`src/rtl/imbc_pkg.sv`:
```
// ----------------------------------------------------------------------------
// imbc_pkg
// Types, kind codes and signature matching for the image magic classifier.
// ----------------------------------------------------------------------------
package imbc_pkg;

   localparam int HDR_DEPTH = 12;
   localparam int CNT_W     = $clog2(HDR_DEPTH + 1);
   localparam int PAT_BYTES = 8;

   typedef logic [CNT_W-1:0]                seen_type;
   typedef logic [HDR_DEPTH-1:0][7:0]       hdr_type;
   typedef logic [8*PAT_BYTES-1:0]          pat_type;

   typedef enum logic [3:0] {
      KIND_NONE = 4'd0,
      KIND_PNG  = 4'd1,
      KIND_JPEG = 4'd2,
      KIND_GIF  = 4'd3,
      KIND_WEBP = 4'd4,
      KIND_BMP  = 4'd5,
      KIND_TIFF = 4'd6,
      KIND_ICO  = 4'd7,
      KIND_AVIF = 4'd8,
      KIND_HEIC = 4'd9
   } kind_type;

   typedef struct packed {
      logic [7:0] data_byte;
      logic       last_byte;
   } req_beat_type;

   typedef struct packed {
      logic [3:0] image_kind;
   } rsp_beat_type;

   // Patterns are left-aligned: the first file byte sits in the top byte.
   localparam pat_type SIG_PNG     = 64'h89504E470D0A1A0A;
   localparam pat_type SIG_JPEG    = {24'hFFD8FF, 40'h0};
   localparam pat_type SIG_GIF87   = {48'h474946383761, 16'h0};
   localparam pat_type SIG_GIF89   = {48'h474946383961, 16'h0};
   localparam pat_type SIG_RIFF    = {32'h52494646, 32'h0};
   localparam pat_type SIG_WEBP    = {32'h57454250, 32'h0};
   localparam pat_type SIG_BMP     = {16'h424D, 48'h0};
   localparam pat_type SIG_TIFF_LE = {32'h49492A00, 32'h0};
   localparam pat_type SIG_TIFF_BE = {32'h4D4D002A, 32'h0};
   localparam pat_type SIG_ICO     = {32'h00000100, 32'h0};
   localparam pat_type SIG_FTYP    = {32'h66747970, 32'h0};
   localparam pat_type BR_AVIF     = {32'h61766966, 32'h0};
   localparam pat_type BR_AVIS     = {32'h61766973, 32'h0};
   localparam pat_type BR_HEIC     = {32'h68656963, 32'h0};
   localparam pat_type BR_HEIX     = {32'h68656978, 32'h0};
   localparam pat_type BR_HEVC     = {32'h68657663, 32'h0};
   localparam pat_type BR_HEVX     = {32'h68657678, 32'h0};
   localparam pat_type BR_MIF1     = {32'h6D696631, 32'h0};

   // Bytes off..off+len-1 were seen and equal the pattern.
   function automatic logic hdr_match(hdr_type hdr, seen_type seen, int off,
                                      pat_type pat, int len);
      logic hit;
      hit = (off + len <= HDR_DEPTH) && (off + len <= int'(seen));
      for (int i = 0; i < PAT_BYTES; i++) begin
         if (i < len && off + i < HDR_DEPTH) begin
            if (hdr[off + i] != pat[8*PAT_BYTES-1-8*i -: 8]) begin
               hit = 1'b0;
            end
         end
      end
      return hit;
   endfunction

   function automatic kind_type classify(hdr_type hdr, seen_type seen);
      kind_type kind;
      kind = KIND_NONE;
      if (hdr_match(hdr, seen, 0, SIG_PNG, 8)) begin
         kind = KIND_PNG;
      end else if (hdr_match(hdr, seen, 0, SIG_JPEG, 3)) begin
         kind = KIND_JPEG;
      end else if (hdr_match(hdr, seen, 0, SIG_GIF87, 6) ||
                   hdr_match(hdr, seen, 0, SIG_GIF89, 6)) begin
         kind = KIND_GIF;
      end else if (hdr_match(hdr, seen, 0, SIG_RIFF, 4) &&
                   hdr_match(hdr, seen, 8, SIG_WEBP, 4)) begin
         kind = KIND_WEBP;
      end else if (hdr_match(hdr, seen, 0, SIG_BMP, 2)) begin
         kind = KIND_BMP;
      end else if (hdr_match(hdr, seen, 0, SIG_TIFF_LE, 4) ||
                   hdr_match(hdr, seen, 0, SIG_TIFF_BE, 4)) begin
         kind = KIND_TIFF;
      end else if (hdr_match(hdr, seen, 0, SIG_ICO, 4)) begin
         kind = KIND_ICO;
      end else if (int'(seen) >= HDR_DEPTH && hdr_match(hdr, seen, 4, SIG_FTYP, 4)) begin
         if (hdr_match(hdr, seen, 8, BR_AVIF, 4) || hdr_match(hdr, seen, 8, BR_AVIS, 4)) begin
            kind = KIND_AVIF;
         end else if (hdr_match(hdr, seen, 8, BR_HEIC, 4) ||
                      hdr_match(hdr, seen, 8, BR_HEIX, 4) ||
                      hdr_match(hdr, seen, 8, BR_HEVC, 4) ||
                      hdr_match(hdr, seen, 8, BR_HEVX, 4) ||
                      hdr_match(hdr, seen, 8, BR_MIF1, 4)) begin
            kind = KIND_HEIC;
         end
      end
      return kind;
   endfunction

endpackage

```
`src/rtl/imbc_if.sv`:
```
// ----------------------------------------------------------------------------
// imbc_req_if / imbc_rsp_if
// Valid/ready channels carrying byte beats in and kind beats out.
// ----------------------------------------------------------------------------
interface imbc_req_if;
   import imbc_pkg::*;
   logic         valid;
   logic         ready;
   req_beat_type beat;
   modport source (output valid, output beat, input ready);
   modport sink   (input valid, input beat, output ready);
endinterface

interface imbc_rsp_if;
   import imbc_pkg::*;
   logic         valid;
   logic         ready;
   rsp_beat_type beat;
   modport source (output valid, output beat, input ready);
   modport sink   (input valid, input beat, output ready);
endinterface

```
`src/rtl/image_magic_byte_classifier.sv`:
```
// ----------------------------------------------------------------------------
// image_magic_byte_classifier
// Sorts a file into an image kind from its first twelve bytes.
// ----------------------------------------------------------------------------
// One byte beat is taken per cycle, sustained, whenever the result register is
// empty or being drained in the same cycle; the kind for a file is registered
// and appears on the result channel in the cycle after its final byte is taken.
// With a single result register, a stall on the result side holds the byte side
// only while that register is full. Signature compares work on the header
// registers updated with the incoming byte, so no extra stage is needed.
module image_magic_byte_classifier (
   input  logic             clock,
   input  logic             reset,
   imbc_req_if.sink         req_chan,
   imbc_rsp_if.source       rsp_chan
);
   import imbc_pkg::*;

   hdr_type    hdr_ff, hdr_in;
   seen_type   cnt_ff, cnt_in;
   seen_type   seen_now;
   logic       rsp_valid_ff, rsp_valid_in;
   logic [3:0] kind_ff, kind_in;
   logic       req_take;

   assign req_chan.ready = !rsp_valid_ff || rsp_chan.ready;
   assign req_take       = req_chan.valid && req_chan.ready;

   always_comb begin
      hdr_in   = hdr_ff;
      seen_now = cnt_ff;
      if (req_take && int'(cnt_ff) < HDR_DEPTH) begin
         for (int i = 0; i < HDR_DEPTH; i++) begin
            if (cnt_ff == CNT_W'(i)) begin
               hdr_in[i] = req_chan.beat.data_byte;
            end
         end
         seen_now = cnt_ff + seen_type'(1);
      end
      // restart the count once a file ends
      cnt_in = (req_take && req_chan.beat.last_byte) ? '0 : seen_now;
   end

   always_comb begin
      rsp_valid_in = rsp_valid_ff;
      kind_in      = kind_ff;
      if (req_take && req_chan.beat.last_byte) begin
         rsp_valid_in = 1'b1;
         kind_in      = classify(hdr_in, seen_now);
      end else if (rsp_chan.ready) begin
         rsp_valid_in = 1'b0;
      end
   end

   always_ff @(posedge clock) begin
      if (reset) begin
         cnt_ff       <= '0;
         rsp_valid_ff <= 1'b0;
      end else begin
         cnt_ff       <= cnt_in;
         rsp_valid_ff <= rsp_valid_in;
      end
      hdr_ff  <= hdr_in;
      kind_ff <= kind_in;
   end

   assign rsp_chan.valid           = rsp_valid_ff;
   assign rsp_chan.beat.image_kind = kind_ff;

   a_last_gives_rsp : assert property (@(posedge clock) disable iff (reset)
      req_take && req_chan.beat.last_byte |=> rsp_valid_ff)
      else $error("final byte taken without a result");

   a_last_clears_cnt : assert property (@(posedge clock) disable iff (reset)
      req_take && req_chan.beat.last_byte |=> cnt_ff == '0)
      else $error("byte count not cleared after final byte");

   a_cnt_bounded : assert property (@(posedge clock) disable iff (reset)
      int'(cnt_ff) <= HDR_DEPTH)
      else $error("byte count past header depth");

   a_kind_range : assert property (@(posedge clock) disable iff (reset)
      rsp_valid_ff |-> kind_ff <= KIND_HEIC)
      else $error("image kind out of range");

   a_no_overrun : assert property (@(posedge clock) disable iff (reset)
      rsp_valid_ff && !rsp_chan.ready |-> !req_take)
      else $error("beat taken while result stalled");

endmodule
```
`src/flat_wrapper.sv`:
```
// flat-port wrapper written by rule: the top's interface ports become plain ports
module image_magic_byte_classifier_flat import imbc_pkg::*;
  (clock, reset, req_chan_valid, req_chan_beat, req_chan_ready, rsp_chan_valid, rsp_chan_beat, rsp_chan_ready);
  imbc_req_if req_chan_i ();
  imbc_rsp_if rsp_chan_i ();
  input  logic clock;
  input  logic reset;
  input wire logic [$bits(req_chan_i.valid)-1:0] req_chan_valid;
  input wire logic [$bits(req_chan_i.beat)-1:0] req_chan_beat;
  output wire logic [$bits(req_chan_i.ready)-1:0] req_chan_ready;
  output wire logic [$bits(rsp_chan_i.valid)-1:0] rsp_chan_valid;
  output wire logic [$bits(rsp_chan_i.beat)-1:0] rsp_chan_beat;
  input wire logic [$bits(rsp_chan_i.ready)-1:0] rsp_chan_ready;
  assign req_chan_i.valid = req_chan_valid;
  assign req_chan_i.beat = req_chan_beat;
  assign req_chan_ready = req_chan_i.ready;
  assign rsp_chan_valid = rsp_chan_i.valid;
  assign rsp_chan_beat = rsp_chan_i.beat;
  assign rsp_chan_i.ready = rsp_chan_ready;
  image_magic_byte_classifier u_core (.clock(clock), .reset(reset), .req_chan(req_chan_i), .rsp_chan(rsp_chan_i));
endmodule
```
`config.mk`:
```
export PLATFORM = sky130hd
export DESIGN_NAME = image_magic_byte_classifier_flat
export DESIGN_NICKNAME = d
export VERILOG_FILES = /design/src/rtl/imbc_pkg.sv /design/src/rtl/imbc_if.sv /design/src/rtl/image_magic_byte_classifier.sv /design/src/flat_wrapper.sv
export SDC_FILE = /design/constraint.sdc
export NUM_CORES = 1
export LEC_CHECK = 0
export BUFFER_PORTS_ARGS = -buffer_cell sky130_fd_sc_hd__buf_2
export CORE_MARGIN = 2
export CORE_UTILIZATION = 55
export CTS_BUF_LIST = sky130_fd_sc_hd__clkbuf_4 sky130_fd_sc_hd__clkbuf_8
export CTS_CLUSTER_DIAMETER = 50
export CTS_CLUSTER_SIZE = 28
export DETAILED_ROUTE_END_ITERATION = 7
export HOLD_SLACK_MARGIN = 0.02
export PLACE_DENSITY = 0.76
export SETUP_SLACK_MARGIN = 0.2
export SLEW_MARGIN = 20
export SYNTH_ARGS = -nofsm -noshare
export SYNTH_HDL_FRONTEND = slang
export SYNTH_SLANG_ARGS = --single-unit
```
`constraint.sdc`:
```
create_clock -name clock -period 5.3 [get_ports clock]
set_input_delay 1.06 -clock clock [delete_from_list [all_inputs] [get_ports clock]]
set_output_delay 1.06 -clock clock [all_outputs]
set_load 0.005 [all_outputs]
```
==> results of run 1 <==
logic make-up (layout without fill, tap and decap cells):
| family | after synthesis | after routing | share of synthesized area, % |
|---|---|---|---|
| AND/OR/NAND/NOR | 243 | 243 | 26.6 |
| AO/OA/AOI/OAI | 63 | 63 | 8.14 |
| multiplexers | 105 | 105 | 20.8 |
| adder cells (fa/ha/maj) | 4 | 4 | 0.896 |
| XOR/XNOR | 1 | 1 | 0.157 |
| buffers and inverters | 58 | 59 | 5.11 |
| flip-flops | 105 | 105 | 38.4 |
final timing paths:
path	startpoint	end	slack, ns	cells after the start
worst max-delay path	rsp_chan_ready	u_core.rsp_chan.beat[3]$_SDFFCE_PP0P_	1.36	10
worst min-delay path	u_core.hdr_ff[56]$_DFF_P_	u_core.hdr_ff[56]$_DFF_P_	0.47	2
worst max register to register	u_core.rsp_chan.valid$_SDFFE_PP0P_	u_core.rsp_chan.beat[3]$_SDFFCE_PP0P_	1.77	9
worst min register to register	u_core.hdr_ff[56]$_DFF_P_	u_core.hdr_ff[56]$_DFF_P_	0.47	2
layer usage:
layer	global-route usage, %	vias to the layer above	part of all wire, %
met5	0	-	0
met4	11.1	0	3.4
met3	6.80	44	8.4
met2	43.4	225	44
met1	39.5	2216	44
li1	-	2135	-
sequential cells by signal, summed over array words and instances (netlist names):
name	flops
u_core.rsp_chan.beat	4
u_core.hdr_ff	96
u_core.cnt_ff	4
u_core.rsp_chan.valid	1
critical path, stage by stage:
cell and delay (ns):
buf_2 0.11, nor2b_4 0.40, inv_1 0.32, and4_1 0.54, or4_1 0.59, a2111oi_2 0.43, nand4_1 0.22, o21a_1 0.18
o311ai_1 0.09, a2111oi_0 0.12
cells in the mapped netlist (2+ instances only):
cell type,count,area [sq um]
dfxtp_1,101,2020
mux2_2,79,890
nand2_1,47,176
nor2_1,32,120
mux2i_1,24,240
inv_1,22,82.6
nor3_1,20,100
clkbuf_1,18,67.6
nor4_1,17,106
nand4_1,15,93.8
nand3_1,13,65.1
o21ai_0,13,65.1
nor3b_1,12,90.1
a21oi_1,11,55.1
buf_2,9,45.0
a31oi_1,8,50.1
and3_1,8,50.1
nand2b_1,7,43.8
nand4b_1,7,61.3
buf_6,6,67.6
nand3b_1,6,45.0
nor2b_1,6,37.5
or3_1,6,37.5
nor4b_1,5,43.8
nor4bb_1,5,50.1
and4_1,4,35.0
and4b_1,4,40.0
edfxtp_1,4,120
ha_1,4,50.1
or2_2,4,25.0
or4_1,4,30.0
a41oi_1,3,26.3
and2_1,3,18.8
and3b_1,3,26.3
buf_4,3,22.5
nor3_4,3,48.8
o31ai_1,3,22.5
a2111oi_0,2,17.5
a211o_1,2,17.5
a21boi_0,2,15.0
nand3b_4,2,40.0
o211ai_1,2,15.0
o221ai_1,2,17.5
o31a_1,2,17.5
or3b_2,2,17.5
report_power, final:
part           switching, W  internal (W)  total (W)
combinational      0.000146      0.000102   0.000248
clock              0.000279      0.000266   0.000545
sequential        0.0000459      0.000856   0.000902
total              0.000471       0.00122    0.00169
metrics by stage:
| stage | cells | total power [W] |
|---|---|---|
| floorplan | 579 | 0.00108 |
| global placement | 697 | 0.00115 |
| detailed placement | 697 | 0.00116 |
| CTS | 713 | 0.00170 |
| global route | 713 | 0.00176 |
| finish | 713 | 0.00169 |
cell type report:
| type | count | area [sq um] |
|---|---|---|
| timing repair buffer | 21 | 113 |
| multi-input combinational | 416 | 3160 |
| clock buffer | 9 | 124 |
| fill | 887 | 3940 |
| sequential | 105 | 2140 |
| inverter | 22 | 82.6 |
| clock inverter | 7 | 95.1 |
| tap | 133 | 166 |
==> flow_summary.ini, run 1 <==
[run_status]
status = completed

[final_layout]
mostFrequentLayoutCells = dfxtp_1, mux2_2, nand2_1
antennaDiodeCount = 0
nets = 592
final_area_sq_mm = 0.00588
area_growth_pct = 5.29
final_common_cell = dfxtp_1
layout-drive-gt1-share_pct = 23.8
utilization_pct = 59.9

[floorplan]
ioPinCount = 19
die_area_sq_mm = 0.0110
fp.coreArea_sq_mm = 0.00982
die_y_um = 105
initial_core_util_pct = 56.9
rows = 36
die_w_um = 105

[place]
dpl.hpwl_um = 10900
pre_cts_ws_ns = 1.02
placedInstanceArea_sq_mm = 0.00566
routabilityCongestion = 0.932
port_buffers = 18

[clocking]
cts_tree = done
cts_root_buffer = clkbuf_8
cts.sink_count = 105
insertion_delay_ns = 0.39
postCtsResizedCells = 0
clk_pin_slew_ns = 0.10
cts_setup_buffers = 0
cts_buffers = 9
h-tree-depth = 3
cts_buffer_depth = 2
cts_hold_buf = 0

[timing]
hold_viol = 0
finClkSkew_ns = 0.0130
timing.fmax_ghz = 0.254
rsz0062_at_grt = no
finalCriticalPeriod_ns = 3.94
whs_ns = 0.470
fin_setup_tns_ns = 0
setup_viol_count_final = 0
timing.slew.headroom_pct = 39.5
slew_violations = 0
fin_crit_sh_pct = 74.3
worstMarginPinSlew_ns = 0.902
setup_slack_ns = 1.36

[route]
post-route-drc-count = 0
wirelength_um = 15400
vias_per_cell = 6.48
drtAntennaViolNets = 0
first_pass_iters = 6
vias = 4620
first_iter_violations = 402
wl_per_cell_um = 21.6

[logic_synthesis]
syn_area_per_cell_sq_um = 9.64
ys_seq_area_share_pct = 38.4
ys_types = 69
synthFlopType = dfxtp_1
syn_inst = 579
syn_nets = 596
synthArstFlopShare_pct = 0
synth-seq-cells = 105
yosysWarnings = 0
synth_enable_flop_cells = 4
synth_area_sq_mm = 0.00558

[global_route]
grt_max_degree = 31
grt_first_pass_wirelength_um = 24200
grtUsageTotal_pct = 28.7
grt_pass1_vias = 4297
antenna_found_initial = 0
grt.overflow.total = 0

[flow_run]
drv_cap = 0

[setup_path]
worst-setup-path-type = input pin to flop
worstPathRequired_ns = 5.43
crit_fanout = 21
endpoint_kind = flop
arrival_ns = 4.07
critPathLaunchType = input pin

[min_path]
hold_path_class = flop to flop

[power_and_ir_drop]
power.leakage_nw = 2.25
cellPowerDensity_mw_per_mm2 = 288
vdd_drop_max_mv = 0.225
(Power assumes the default switching activity.)
==> run 2, diff against run 1 <==
--- a/config.mk
+++ b/config.mk
@@ -13,7 +13,7 @@
 export CTS_CLUSTER_SIZE = 28
 export DETAILED_ROUTE_END_ITERATION = 7
 export HOLD_SLACK_MARGIN = 0.02
-export PLACE_DENSITY = 0.76
+export PLACE_DENSITY = 0.79
 export SETUP_SLACK_MARGIN = 0.2
 export SLEW_MARGIN = 20
 export SYNTH_ARGS = -nofsm -noshare
==> constraint.sdc (replaced) <==
create_clock -name clock -period 3.19 [get_ports clock]
set_input_delay 0.638 -clock clock [delete_from_list [all_inputs] [get_ports clock]]
set_output_delay 0.638 -clock clock [all_outputs]
set_load 0.005 [all_outputs]
==> run 2 against run 1 <==
Net effect:
- die area unchanged
- combinational power grew 94%
- core utilization is 7.0 points higher
- non-clock buffer count is 78 higher
- critical path type is now flop to flop
- sequential share of layout area shrank 3.7 points
- design area rose by 12%
- clock skew rose by 0.0020 ns
- setup slack lost 1.1 ns
- register-to-register slack got worse by 1.5 ns
- global-route usage up 1.0 points
- cell count rose by 11%
- via count up 7.1%
==> flow_summary.ini, run 2 (synthesis gave the netlist of run 1 again) <==
[run_status]
status = completed

[clocking]
cts_root_buffer = clkbuf_8
h-tree-depth = 3
cts_tree = done
cts.sink_count = 105
cts_hold_buf = 0
cts_buffer_depth = 2
insertion_delay_ns = 0.39
cts_buffers = 9
clk_pin_slew_ns = 0.10

[power_and_ir_drop]
vdd_drop_max_mv = 0.311
cellPowerDensity_mw_per_mm2 = 417
combPwrFrac_pct = 17.6
power_frac_clock_pct = 27.6
swShare_pct = 29.0
p_seq_share_pct = 54.9
power.leakage_nw = 2.66
finalPower_w = 0.00274
p_sw_w = 0.000794
p_int_w = 0.00194

[setup_path]
arrival_ns = 3.04
timing.rr.start = u_core.cnt_ff[0]$_SDFF_PP0_
worst-path-buf-inv = 3
slowest_delay_ns = 0.41
crit_fanout = 6
worst_path_most_repeated_cell = buf_4
critPathLaunchType = flop
worst-setup-path-type = flop to flop
slowest_stage = or3_4
path_delay_family = simple AND/OR/NAND/NOR gates
endpoint_kind = flop
worstPathRequired_ns = 3.33
crit_path_start = u_core.cnt_ff[0]$_SDFF_PP0_
crit_chain = inv_4 > ha_4 > nand3b_4 > or3_4 > buf_4 > mux2i_2 > nand2_1 > or3_1 > nor4_2 > buf_4 > nand2b_1 > a2111oi_1

[route]
drtAntennaViolNets = 0
wirelength_um = 16400
vias = 4949
vias_per_cell = 6.25
wl_per_cell_um = 20.7
first_iter_violations = 428
post-route-drc-count = 0
first_pass_iters = 5

[global_route]
grtUsageTotal_pct = 29.7
antenna_found_initial = 0
grt_pass1_vias = 4813
grt_max_degree = 24
grt.overflow.total = 0
grt_first_pass_wirelength_um = 25300

[final_layout]
top_register = u_core.hdr_ff
final_common_cell = dfxtp_1
antennaDiodeCount = 0
area_growth_pct = 17.6
largest_register_ffs = 96
seqCellArea_sq_mm = 0.00215
fillers = 822
nets = 671
multi_input_area_sq_mm = 0.00327
utilization_pct = 66.8
final_cells = 792
layout-drive-gt1-share_pct = 36.0
mostFrequentLayoutCells = dfxtp_1, mux2_2, buf_4

[min_path]
hold_path_class = input pin to flop
holdCritStartpoint = reset

[floorplan]
die_w_um = 105
ioPinCount = 19
rows = 36
fp.coreArea_sq_mm = 0.00982
die_area_sq_mm = 0.0110
initial_core_util_pct = 56.9
die_y_um = 105

[timing]
hold_viol = 0
slew_violations = 0
setup_slack_ns = 0.291
rsz0062_at_grt = no
worstMarginPinSlew_ns = 0.451
timing.fmax_ghz = 0.345
timing.slew.headroom_pct = 69.7
setup_viol_count_final = 0
finalCriticalPeriod_ns = 2.90
finClkSkew_ns = 0.0150
fin_crit_sh_pct = 90.9

[place]
routabilityCongestion = 0.985
dpl.hpwl_um = 12000
pre_cts_ws_ns = -0.0891
place_inst = 768
port_buffers = 18

[flow_run]
drv_cap = 0
-- run 2: changes by cell type in the layout (fill, tap and decap cells not counted), moves of 3 or more --
cell	before	now
nor4b_1	5	2
nor4_1	17	13
nor4b_2	0	3
nor4_2	0	3
buf_4	3	79
-- run 2: power by group through the flow --
| stage | combinational [W] | sequential [W] | clock (W) |
|---|---|---|---|
| floorplan | 0.000294 | 0.00150 | 0 |
| global placement | 0.000450 | 0.00152 | 0 |
| finish | 0.000480 | 0.00150 | 0.000754 |
| detailed placement | 0.000455 | 0.00153 | 0 |
| global route | 0.000510 | 0.00151 | 0.000812 |
| CTS | 0.000461 | 0.00150 | 0.000767 |
-- run 2: layout make-up --
type                            count  share of cell area, %
Clock buffer                       11                   2.12
Clock inverter                      5                  0.477
Inverter                           22                   1.30
Multi-Input combinational cell    417                   49.8
Sequential cell                   105                   32.7
Tap cell                          133                   2.54
Timing Repair Buffer               99                   11.0
-- run 2: stage by stage --
step | hold slack [ns] | setup TNS, ns | area [sq um]
floorplan | 0.426 | 0 | 5580
global placement | 0.439 | -0.166 | 6200
detailed placement | 0.454 | -0.158 | 6200
CTS | 0.421 | 0 | 6410
global route | 0.439 | 0 | 6560
finish | 0.436 | 0 | 6560
-- run 2: final timing paths --
path / endpoint / slack, ns / cells after the start
setup / recovery: u_core.rsp_chan.beat[3]$_SDFFCE_PP0P_ / 0.29 / 12
hold / removal: u_core.rsp_chan.valid$_SDFFE_PP0P_ / 0.44 / 2
setup reg to reg: u_core.rsp_chan.beat[3]$_SDFFCE_PP0P_ / 0.29 / 12
hold reg to reg: u_core.hdr_ff[39]$_DFF_P_ / 0.48 / 2
-- run 2: per-layer routing --
metal	share of wire, %	track usage (%)	vias to the layer above
li1	-	-	2299
met1	42	38.8	2374
met2	46	46.3	233
met3	8.7	7.30	43
met4	3.2	13.6	0
met5	0	0	-
-- run 2: what timing repair did --
item,4_1_cts,5_1_grt
buffers inserted,0,7
setup endpoints to repair,4,4
gates resized for setup,7,20
cloned,0,1
pin swaps,0,8
endpoints found under the hold margin,0,0
